==> config.mk <==
export PLATFORM = sky130hd
export DESIGN_NAME = fcbf_front
export DESIGN_NICKNAME = d
export VERILOG_FILES = /design/src/design/fcbf_pkg.sv /design/src/design/fcbf_front.sv
export SDC_FILE = /design/constraint.sdc
export NUM_CORES = 1
export LEC_CHECK = 0
export BUFFER_PORTS_ARGS = -buffer_cell sky130_fd_sc_hd__buf_4
export CORE_MARGIN = 5
export CORE_UTILIZATION = 30
export CTS_BUF_LIST = sky130_fd_sc_hd__clkbuf_4 sky130_fd_sc_hd__clkbuf_8
export DETAILED_ROUTE_END_ITERATION = 7
export GPL_TIMING_DRIVEN = 0
export PLACE_DENSITY_LB_ADDON = 0.3
export SYNTH_ARGS = -nofsm -noshare
export SYNTH_HDL_FRONTEND = slang
export SYNTH_SLANG_ARGS = --single-unit
export TNS_END_PERCENT = 30
==> constraint.sdc <==
create_clock -name clk -period 2.55 [get_ports clk]
set_input_delay 0.51 -clock clk [delete_from_list [all_inputs] [get_ports clk]]
set_output_delay 0.51 -clock clk [all_outputs]
set_load 0.02 [all_outputs]
==> src/design/fcbf_pkg.sv <==
// shared types and constants for the flow-controlled byte fifo
package fcbf_pkg;

	localparam int CAPACITY_DEF  = 1024;
	localparam int MAX_BURST_DEF = 64;

	localparam int CMD_W  = 3;
	localparam int BYTE_W = 8;
	localparam int CNT_W  = 11;
	localparam int TOT_W  = 32;

	localparam int QUEUE_DEPTH = 2;
	localparam int QPTR_W      = 1;
	localparam int QCNT_W      = 2;

	localparam logic [CMD_W-1:0] CMD_WRITE = 3'd0;
	localparam logic [CMD_W-1:0] CMD_PEEK  = 3'd1;
	localparam logic [CMD_W-1:0] CMD_POP   = 3'd2;
	localparam logic [CMD_W-1:0] CMD_READ  = 3'd3;
	localparam logic [CMD_W-1:0] CMD_END   = 3'd4;

	typedef enum logic [2:0] {
		OP_WRITE,
		OP_PEEK,
		OP_POP,
		OP_READ,
		OP_END,
		OP_NOP
	} op_t;

	typedef struct packed {
		op_t               op;
		logic [BYTE_W-1:0] data_byte;
		logic [CNT_W-1:0]  count;
	} fcbf_item_t;

	typedef enum logic {
		BK_IDLE,
		BK_BURST
	} back_state_t;

endpackage

==> src/design/fcbf_front.sv <==
// front end: command decode, burst clamp and a two-entry command queue
module fcbf_front import fcbf_pkg::*; #(
	parameter int MAX_BURST = MAX_BURST_DEF
) (
	input  logic              clk,
	input  logic              arst_n,
	input  logic              in_valid,
	output logic              in_stall,
	input  logic [CMD_W-1:0]  cmd,
	input  logic [BYTE_W-1:0] data_byte,
	input  logic [CNT_W-1:0]  count,
	output logic              q_valid,
	output fcbf_item_t        q_item,
	input  logic              q_take
);

	fcbf_item_t              slot_q [QUEUE_DEPTH];
	logic [QPTR_W-1:0]       wr_ptr_q;
	logic [QPTR_W-1:0]       rd_ptr_q;
	logic [QCNT_W-1:0]       fill_q;
	fcbf_item_t              item;
	logic                    push;
	logic                    pop;

	always_comb begin
		item.data_byte = data_byte;
		item.count     = count;
		unique case (cmd)
			CMD_WRITE: item.op = OP_WRITE;
			CMD_PEEK:  item.op = OP_PEEK;
			CMD_POP:   item.op = OP_POP;
			CMD_READ:  item.op = OP_READ;
			CMD_END:   item.op = OP_END;
			default:   item.op = OP_NOP;
		endcase
		// peek and read never move more than one burst
		if ((item.op == OP_PEEK || item.op == OP_READ) && count > CNT_W'(MAX_BURST)) begin
			item.count = CNT_W'(MAX_BURST);
		end
	end

	assign in_stall = (fill_q == QCNT_W'(QUEUE_DEPTH));
	assign push     = in_valid && !in_stall;
	assign q_valid  = (fill_q != '0);
	assign q_item   = slot_q[rd_ptr_q];
	assign pop      = q_take && q_valid;

	always_ff @(posedge clk or negedge arst_n) begin
		if (!arst_n) begin
			wr_ptr_q <= '0;
			rd_ptr_q <= '0;
			fill_q   <= '0;
		end else begin
			if (push) begin
				wr_ptr_q <= wr_ptr_q + 1'b1;
			end
			if (pop) begin
				rd_ptr_q <= rd_ptr_q + 1'b1;
			end
			if (push && !pop) begin
				fill_q <= fill_q + 1'b1;
			end else if (pop && !push) begin
				fill_q <= fill_q - 1'b1;
			end
		end
	end

	always_ff @(posedge clk) begin
		if (push) begin
			slot_q[wr_ptr_q] <= item;
		end
	end

endmodule

# Word-level counts from Yosys, hierarchy flattened
# Memories as Yosys holds them, arrays and structs flattened.
# Index checks and enable logic that the tools add are counted.
# W data, S select, Z words.
# word_totals
reg_bits	4
latch_bits	0
mem_bits_rw	44
rom_bits	0
input_bits	26
out_inout_bits	24
wordCells	34
memories	1
# classes
addsub	4
mul	0
n_div	0
magnitude_cmp	1
eq_ne	7
shifts	0
n_mux	6
bitwise	0
reduce_logical	12
# memory_table
memory	words	word_bits	read_ports	rd_ports_with_merged_regs	wr	line	text
slot_q	2	22	1	0	1	fcbf_front.sv:17	fcbf_item_t slot_q [QUEUE_DEPTH];
# ops
op	n
$pmux W3 S5	1
$gt A11 B7 Y1 const B	1
$mux W11	1
$eq A3 B2 Y1 const B	3
$eq A3 B1 Y1 const B	2
$logic_and A1 B1 Y1	5
$mux W2	2
$reduce_bool A2 Y1	2
$eq A3 B3 Y1 const B	1
$logic_not A1 Y1	3
$logic_not A3 Y1	1
$add A1 B1 Y1 const B	2
$add A2 B1 Y2 const B	1
$eq A2 B2 Y1 const B	1
$mux W1	2
$sub A2 B1 Y2 const B	1
$logic_or A1 B1 Y1	1

# Depth between registers and ports, before layout
# Gate-level depths: netlist (run 1).
# logic_depth
word_depth	7
depth_mapped	7
ltp_nobuf	7

# Worst setup path before layout (run 1)
# OpenSTA, ideal clock, no wires.
# synth_timing
path_type	register -> register
startpoint	register fill_q[0]
endpoint	memory slot_q[0][0] (netlist name), enable pin
setup_ns	0.401
arrival_time_ns	1.565
required_ns	2.149
slack_ns	0.584
stages_incl_launch_ff	4
n_path_buf	0
period_less_slack_ns	1.966
path_cell_list	dfrtp_1 nand2b_1 nand2_1 nor2_1
# synth_between
elab_chain_cells	5
# synth_lines
element	line	text
from (decl)	fcbf_front.sv:20	logic [QCNT_W-1:0] fill_q;
from (signal assigned)	fcbf_front.sv:61	fill_q <= fill_q + 1'b1;
from (signal assigned)	fcbf_front.sv:63	fill_q <= fill_q - 1'b1;
$eq A2 B2 Y1	fcbf_front.sv:42	assign in_stall = (fill_q == QCNT_W'(QUEUE_DEPTH));
$logic_not A1 Y1	fcbf_front.sv:43	assign push = in_valid && !in_stall;
$logic_and A1 B1 Y1	fcbf_front.sv:43	
$mux W1	fcbf_front.sv:69	if (push) begin
$mux W1 (implied by the code)	fcbf_front.sv:70	slot_q[wr_ptr_q] <= item;
to (decl)	fcbf_front.sv:17	
# No other way between the ends.

==> results.md, run 1 <==
- Run status: complete, no violations
- Worst VDD drop: 462 uV
- Routed wire length: 3.85 mm
- DP HPWL: 2.81 mm
- Area growth syn-to-layout: 29.7%
- Crit start category: flip-flop
- Initial antenna violation count: 0
- Fmax: 476 MHz
- Later-pin clock latency in the skew report: 300 ps
- Setup violators final: 0
- Yosys warning count: 0
- Port Buffer Count: 49
- Hold Path Sink: slot_q[1][15]
- Synth Cell Area: 1930 sq um
- H-tree levels: 2
- FF-to-FF Start: fill_q[0]
- Synth Area in Simple Gates: 8.62%
- Worst-Margin Slew: 1090 ps
- Pre-antenna DRT Iters: 4
- CTS tree: built
- Drc violations: 0
- Worst Path Arrival: 1590 ps
- Syn avg cell area: 17.4 sq um
- Compound-Gate Fraction of Synth Area: 0.907%
- Core Area: 6310 sq um
- Worst Path Class, Setup: reg -> out
- Worst R2R Path Depth: 2
- CP bufs+invs: 2
- Num rows: 29
- IO Pins: 50
- Flops & latches, synth: 48
- Area leader, netlist: edfxtp_1
- CTS root buf: clkbuf_8
- Cells taking the most area after synthesis: edfxtp_1 68%, mux2_2 13%, dfrtp_1 5.2%
- Critical path, cell by cell: buf_2 > mux2_2 > buf_4
- Utilization after layout: 39.7%
- Max transition margin: 27.6%
- Final hold violations: 0
- Worst R2R Setup Slack: 660 ps
- Synth Net Count: 138
- Clk slew on worst S/H paths: 80 ps
- Ant diodes: 0
- Total Power: 0.00267 W
- Worst Hold Launch: data_byte[4]
- Period utilization: 82.5%
- Share of layout cells above drive strength 1: 50.6%
- RSZ-0062 raised after global routing: false
- Post-synthesis sequential area ratio: 73.6%
- Hold_buf cts: 1
- Largest net degree at the start of global routing: 23
- Post-CTS Resized: 0
- Avg Vias per Cell: 4.56
- Leakage: 0.966 nW
- Placer Congestion: 0.707
- CTS sink cnt: 48
- Setup TNS: 0 ps
- Final Critical Period: 2100 ps
- Hold crit path type: in -> reg
- Power per cell area: 1070 nW/um^2
- Mux cell area share after synthesis: 12.8%
- Final net count: 196
- Xor-xnor portion of the synthesized cell area: 2.27%
- Antenna-violating nets left: 0
- Share of the synthesized area in the top cell type: 68.4%
- Initial Utilization: 30.6%
- Setup Fix Bufs, Post-CTS: 0
- Die Y: 90.2 microns
- WHS Path Cells: 1
- Final Max Tran Viols: 0
- Cts bufs inserted: 5
- Die area: 8140 sq um
- Netlist cell types: 25
- Cells after Synth: 111
- Critical Path RT: 2040 ps
- Vias in the first global route: 1213
- DRT iter0 DRCs: 22
- DIE WIDTH: 90.2 microns
- Largest family of logic cells by synthesized area: multiplexers
- Critical Path Fanout Max: 10
- Max-capacitance violation count: 0
- First-pass GRT wire length: 5.98 mm
- Post-synthesis adder-cell area fraction: 0.648%
- Clock skew: 3.20 ps
- CP endpoint kind: output pin
- Congestion Overflow GR: 0
- Crit-path max cell delay: 430 ps
- Longest Clk Path Bufs: 2
- CP delay by family, top: buffers and inverters
- Crit Reg-Reg Endpoint: slot_q[1][14]
- Total track usage: 9.49%
- Slowest cell on crit path: dfrtp_1
- Via count: 1126
- DR WL/cell: 15.6 microns
## layer usage
layer	share of wire [%]	track usage, %	up-vias
met3	4.9	3.26	8
met1	38	9.78	557
met5	0	0	-
met4	2.1	4.84	0
met2	55	16.9	34
li1	-	-	527
## stage by stage
step	cell area (sq um)	cells	worst slack, ps	hold WS, ps
after floorplan	1930	111	584	214
after global placement	2390	237	27.7	306
after detailed placement	2410	238	633	309
after CTS	2500	247	430	385
after global routing	2500	247	375	377
final	2500	247	447	389
## cells in the final DEF (no fill, tap or decap), drive strengths merged, types with 3 or more instances in the layout
cell type and n:
buf 52, edfxtp 44, mux2 22, and2 7, clkbuf 6, dfrtp 4
nand2b 3, nand2 3, and3 3, xnor2 3, nor2 3, clkinv 3
## Yosys cell counts
master / n
dfrtp_1: 4
or2_2: 1
nor2_1: 3
mux2_2: 22
xnor2_1: 3
nor4_1: 1
a21o_1: 1
a21oi_1: 1
nand3b_1: 1
and3_1: 3
nor2b_1: 2
and2_2: 1
nor3b_1: 2
inv_1: 2
and2_1: 5
clkbuf_1: 1
buf_2: 2
edfxtp_1: 44
or4_4: 1
o21ai_0: 1
xor2_1: 2
ha_1: 1
nand2b_1: 3
and2_4: 1
nand2_1: 3
## flip-flops by register name, indices dropped and copies added, names as in the netlist
signal    flops
fill_q        2
slot_q       44
rd_ptr_q      1
wr_ptr_q      1
## report_power, final
group	total, W	internal [W]	leakage, nW	switching, W
Combinational	0.00108	0.000497	0.463	0.000581
Clock	0.000426	0.000186	0.0453	0.000240
Sequential	0.00116	0.00109	0.458	0.0000736
## worst max-delay path by stage
stage | from | endpoint | depth (start not counted)
finish | rd_ptr_q | q_item[3] | 3
global route | rd_ptr_q | q_item[3] | 3
CTS | rd_ptr_q | q_item[3] | 3
detailed placement | fill_q[0] | slot_q[1][7] | 2
global placement | in_valid | slot_q[0][8] | 3
floorplan | fill_q[0] | slot_q[0][0] | 3
## logic make-up after synthesis
family | count (synthesis)
flops | 48
simple gates | 27
mux | 22
xor+xnor | 5
buf+inv | 5
compound gates | 3
fa+ha+maj | 1
## cell type report
cell class                 count  area [sq um]
clock inverter                 3          13.8
sequential                    48          1420
buffer                         3          13.8
tap                           77          96.3
fill                         616          3810
multi-input combinational     58           490
inverter                       2          7.51
clock buffer                   5          68.8
timing repair buffer          51           393
No activity file was read; power rests on OpenSTA's default activity.
==> run 2: changes to the inputs <==
--- a/config.mk
+++ b/config.mk
@@ -5,6 +5,7 @@
 export SDC_FILE = /design/constraint.sdc
 export NUM_CORES = 1
 export LEC_CHECK = 0
+export ABC_AREA = 1
 export BUFFER_PORTS_ARGS = -buffer_cell sky130_fd_sc_hd__buf_4
 export CORE_MARGIN = 5
 export CORE_UTILIZATION = 30
==> constraint.sdc (replaced) <==
create_clock -name clk -period 1.85 [get_ports clk]
set_input_delay 0.37 -clock clk [delete_from_list [all_inputs] [get_ports clk]]
set_output_delay 0.37 -clock clk [all_outputs]
set_load 0.02 [all_outputs]
==> run 2 against run 1 <==
Effect of this change: via count is 19% higher; register-to-register slack lost 490 ps; critical endpoint is now q_item[19]; clock skew is 2.8 ps higher; largest cell class unchanged; combinational power grew 56%; first-iteration DRC count grew 140%.
==> results.md, run 2 <==
- CTS sink cnt: 48
- Post-place setup slack: -138 ps
- Worst Path Class, Setup: reg -> out
- Final Critical Period: 1700 ps
- Area growth syn-to-layout: 32.1%
- Final hold violations: 0
- Critical Path RT: 1480 ps
- Vias in the first global route: 1329
- Largest register FFs: 44
- H-tree levels: 2
- Clk slew on worst S/H paths: 80 ps
- Total Power: 0.00400 W
- Post-synthesis sequential area ratio: 72.5%
- Setup Fix Bufs, Post-CTS: 0
- Max-capacitance violation count: 0
- Run status: complete, no violations
- Syn avg cell area: 11.2 sq um
- Avg Vias per Cell: 4.31
- Synth Cell Area: 1960 sq um
- Worst VDD drop: 650 uV
- Share of the synthesized area in the top cell type: 67.4%
- Regs by FF count: slot_q: 44 flops, fill_q: 2 flops
- Netlist cell types: 18
- Final net count: 260
- Fillers: 622
- First-pass GRT wire length: 6.07 mm
- Final Max Tran Viols: 0
- Crit start category: flip-flop
- Antenna-violating nets left: 0
- Ant diodes: 0
- Clock skew: 6.04 ps
- Initial Utilization: 30.9%
- Share of layout cells above drive strength 1: 29.1%
- Die area: 8250 sq um
- Ys async rst share: 8.33%
- Core Area: 6350 sq um
- Commonest cells in the netlist: 69 x nand2_1, 44 x edfxtp_1, 18 x inv_1
- Setup violators final: 0
- Worst-Margin Slew: 692 ps
- Drc violations: 0
- Commonest non-fill, non-tap cells in the layout: 69 x nand2_1, 49 x buf_4, 44 x edfxtp_1
- Yosys warning count: 0
- Multi-input logic area: 449 sq um
- Crit-path max cell delay: 430 ps
- Via count: 1340
- CP dominant cell by count: nand2_1
- Routed wire length: 3.82 mm
- Cells taking the most area after synthesis: edfxtp_1 67%, nand2_1 13%, dfrtp_1 5.1%
- Most common cell after layout, fill and taps aside: nand2_1
- RSZ-0062 raised after global routing: false
- Cells after Synth: 175
- Largest Register: slot_q
- Register area: 1420 sq um
- Period utilization: 92.2%
- Utilization after layout: 40.7%
- Num rows: 29
- Largest net degree at the start of global routing: 24
- Worst R2R Setup Slack: 170 ps
- Critical path, cell by cell: inv_2 > clkbuf_4 > nand2_1 > nand2_1 > buf_4
- Slowest cell on crit path: dfrtp_1
- DIE WIDTH: 90.8 microns
- Post-synth EDFFs: 44
- Leakage: 1.17 nW
- CTS root buf: clkbuf_8
- Port Buffer Count: 49
- DRT iter0 DRCs: 52
- Final hold slack: 258 ps
- Fmax: 587 MHz
- Longest Clk Path Bufs: 2
- Congestion Overflow GR: 0
- Later-pin clock latency in the skew report: 290 ps
- Initial antenna violation count: 0
- Flops & latches, synth: 48
- Cts bufs inserted: 5
- DR WL/cell: 12.3 microns
- Power per cell area: 1540 nW/um^2
- Synth Net Count: 202
- CP endpoint kind: output pin
- CTS tree: built
- Placer Congestion: 0.744
- Count leader, synth: nand2_1
- Worst setup margin: 145 ps
- IO Pins: 50
- Max transition margin: 53.7%
- Total track usage: 9.35%
- Hold crit path type: in -> reg
- Pre-antenna DRT Iters: 4
- Critical Path Fanout Max: 10
- Worst Path Arrival: 1330 ps
- Area leader, netlist: edfxtp_1
- DP HPWL: 2.67 mm
- Die Y: 90.8 microns
- Synth Flop Type: edfxtp_1
run 2: changes by cell type in the layout (fill, tap and decap cells not counted), moves of 3 or more:
cell | previous run | this run
and3_1 | 3 | 0
clkbuf_4 | 0 | 3
nand2b_1 | 3 | 0
and2_1 | 5 | 0
a21oi_1 | 1 | 11
inv_1 | 2 | 18
nand2_1 | 3 | 69
mux2_2 | 22 | 0
nor2_1 | 2 | 8
run 2: report_power, final:
| part | total (W) | switching [W] | internal, W |
|---|---|---|---|
| combinational | 0.00168 | 0.00104 | 0.000641 |
| sequential | 0.00158 | 0.0000838 | 0.00150 |
| clock | 0.000737 | 0.000322 | 0.000416 |
| total | 0.00400 | 0.00144 | 0.00255 |
run 2: area by class of cell:
class,instances,share of cell area (%)
inverters,20,2.90
flip-flops and latches,48,54.9
repair buffers,51,15.7
well taps,77,3.72
clock buffers,6,2.95
plain buffers,5,1.11
clock inverters,2,1.35
multi-input cells,102,17.4
run 2: path summary, 6_finish.rpt:
| check | startpoint | end | cells after the start |
|---|---|---|---|
| worst max register to register | fill_q[0] | fill_q[1] | 6 |
| worst max-delay path | rd_ptr_q | q_item[19] | 5 |
| min in group asynchronous | arst_n | fill_q[1] | 2 |
| max in group asynchronous | arst_n | fill_q[0] | 2 |
| worst min-delay path | data_byte[5] | slot_q[0][16] | 1 |
| worst min register to register | fill_q[0] | fill_q[0] | 1 |
run 2: per-stage QoR:
stage,cell area [sq um],TNS [ps],cells
final,2590,0,311
after floorplan,1960,-1270,175
after CTS,2580,0,311
after detailed placement,2460,-3020,302
after global placement,2430,-18840,301
after global routing,2590,0,311
run 2: cell families (layout without fill, tap and decap cells):
group                    after synthesis  in the layout  share of synthesized area, %
AO/OA/AOI/OAI                         15             15                          3.90
XOR/XNOR                               3              3                          1.34
adder cells (fa/ha/maj)                1              1                         0.638
buffers and inverters                 25             84                          5.04
flip-flops                            48             48                          72.5
AND/OR/NAND/NOR                       83             83                          16.5
run 2: per-layer routing:
| layer | global-route usage (%) | up-vias | routed length (microns) |
|---|---|---|---|
| met5 | 0 | - | 0 |
| met4 | 4.40 | 0 | 74 |
| met3 | 3.08 | 6 | 171 |
| met2 | 16.0 | 33 | 1980 |
| met1 | 10.4 | 622 | 1600 |
| li1 | - | 679 | - |
run 2: timing repair:
| action | CTS | global route |
|---|---|---|
| endpoints found under the setup margin | 23 | 12 |
| resized for setup | 1 | 2 |
| hold endpoints to repair | 4 | 0 |
| hold buffers | 1 | 0 |
run 2: worst max-delay path: cells and delay by family, from the launching register on:
kind | cells | cell delay, ps
buffers and inverters | 3 | 480
flip-flops | 1 | 430
AND/OR/NAND/NOR | 2 | 130
==> run 3: changes to the inputs <==
--- a/config.mk
+++ b/config.mk
@@ -7,6 +7,8 @@
 export LEC_CHECK = 0
 export ABC_AREA = 1
 export BUFFER_PORTS_ARGS = -buffer_cell sky130_fd_sc_hd__buf_4
+export CELL_PAD_IN_SITES_DETAIL_PLACEMENT = 0
+export CELL_PAD_IN_SITES_GLOBAL_PLACEMENT = 1
 export CORE_MARGIN = 5
 export CORE_UTILIZATION = 30
 export CTS_BUF_LIST = sky130_fd_sc_hd__clkbuf_4 sky130_fd_sc_hd__clkbuf_8
==> run 3 against run 2 <==
Effect of this change: clock power down 5.0%; register-to-register slack about the same; count of clock-buffer cells in the layout is 1 lower; design area down 0.39%; critical path type unchanged; critical endpoint is now q_item[1].
==> results.md, run 3 (synthesis results as in run 2) <==
- Largest Register: slot_q
- Post-place setup slack: -131 ps
- Num rows: 29
- Commonest non-fill, non-tap cells in the layout: 69 x nand2_1, 49 x buf_4, 44 x edfxtp_1
- Congestion Overflow GR: 0
- Worst Path Class, Setup: reg -> out
- Longest Clk Path Bufs: 2
- Worst setup margin: 99.3 ps
- Power per cell area: 1530 nW/um^2
- CTS tree: built
- Register area: 1420 sq um
- Initial antenna violation count: 0
- CP endpoint kind: output pin
- Largest net degree at the start of global routing: 24
- DRT iter0 DRCs: 50
- Clock skew: 5.18 ps
- Most common cell after layout, fill and taps aside: nand2_1
- Worst Hold Launch: data_byte[5]
- Via count: 1281
- Worst R2R Setup Slack: 170 ps
- Avg Vias per Cell: 4.12
- Final Non-Filler Cells: 311
- Placed Cells: 302
- IO Pins: 50
- First-pass GRT wire length: 6.00 mm
- DP HPWL: 2.66 mm
- Fmax: 571 MHz
- Final Max Tran Viols: 0
- Final Critical Period: 1750 ps
- WHS Path Cells: 1
- Die Y: 90.8 microns
- H-tree levels: 2
- Routed wire length: 3.72 mm
- Pre-antenna DRT Iters: 2
- DIE WIDTH: 90.8 microns
- Largest register FFs: 44
- Setup violators final: 0
- Core Area: 6350 sq um
- Drc violations: 0
- Worst Path Arrival: 1380 ps
- Vias in the first global route: 1228
- Worst-Margin Slew: 679 ps
- CTS sink cnt: 48
- CTS root buf: clkbuf_8
- Antenna-violating nets left: 0
- Cts bufs inserted: 5
- Placer Congestion: 0.677
- Die area: 8250 sq um
- Initial Utilization: 30.9%
- Ant diodes: 0
- Later-pin clock latency in the skew report: 290 ps
- Critical Path Fanout Max: 10
- Fillers: 634
- Final hold violations: 0
- FF-to-FF Start: fill_q[0]
- Regs by FF count: slot_q: 44 flops, fill_q: 2 flops
- Critical Path RT: 1480 ps
- Multi-input logic area: 449 sq um
- Crit start category: flip-flop
- Max-capacitance violation count: 0
- Port Buffer Count: 49
- Hold Path Sink: slot_q[0][16]
- Total track usage: 9.50%
- RSZ-0062 raised after global routing: true
- Hold crit path type: in -> reg
- Leakage: 1.16 nW
- Share of layout cells above drive strength 1: 28.2%
- Run status: complete, no violations
- Period utilization: 94.6%
- Worst R2R Path Depth: 6
- Max transition margin: 54.6%
- Final net count: 260
- Area growth syn-to-layout: 31.5%
- Clk slew on worst S/H paths: 80 ps
- DR WL/cell: 12.0 microns
- Worst VDD drop: 460 uV
- Crit Reg-Reg Endpoint: fill_q[1]
-- run 3: layout make-up --
type	instances	share of cell area [%]
flip-flops and latches	48	55.1
plain buffers	5	0.922
clock buffers	5	2.67
repair buffers	51	15.7
inverters	20	2.91
multi-input cells	102	17.4
clock inverters	3	1.46
well taps	77	3.74
-- run 3: worst max path at each step --
stage / startpoint / slack (ps) / to / depth (start not counted)
after global placement: fill_q[1] / -670 / slot_q[0][9] / 3
after CTS: rd_ptr_q / 50 / q_item[4] / 5
after floorplan: fill_q[1] / -60 / slot_q[0][0] / 3
after global routing: rd_ptr_q / -20 / q_item[19] / 5
after detailed placement: fill_q[1] / -130 / slot_q[1][9] / 3
final: rd_ptr_q / 100 / q_item[1] / 5
-- run 3: worst max-delay path, cell delays in order, from the launching register on --
cell,delay (ps)
dfrtp_1,430
inv_2,120
buf_2,240
nand2_1,80
nand2_1,80
buf_4,140
-- run 3: routing by layer --
layer / global-route usage, % / wire [microns]
met5: 0 / 0
met4: 4.03 / 41
met3: 3.08 / 166
met1: 10.6 / 1500
met2: 16.5 / 2010
-- run 3: repair_timing --
action                                 4_1_cts  5_1_grt
gates resized for setup                      1        0
hold buffers                                 1        0
endpoints found under the hold margin        4        0
pin swaps                                    0        0
setup buffers                                0        0
setup endpoints to repair                   23        7
gates cloned                                 0        0
-- run 3: power by group --
part	internal (W)	switching (W)
logic	0.000630	0.00103
registers	0.00150	0.0000791
clock network	0.000393	0.000307
total	0.00252	0.00142
-- run 3: per-stage QoR --
stage                     area (sq um)  setup TNS, ps  hold slack (ps)  power, W  utilization, %
final                             2580              0              258   0.00394            40.6
after global routing              2580          -89.6              236   0.00423            40.6
after CTS                         2580              0              250   0.00401            40.6
after detailed placement          2460          -2880              169   0.00331            38.7
after global placement            2430         -16980              168   0.00325            38.2
after floorplan                   1960          -1270             74.4   0.00256               -
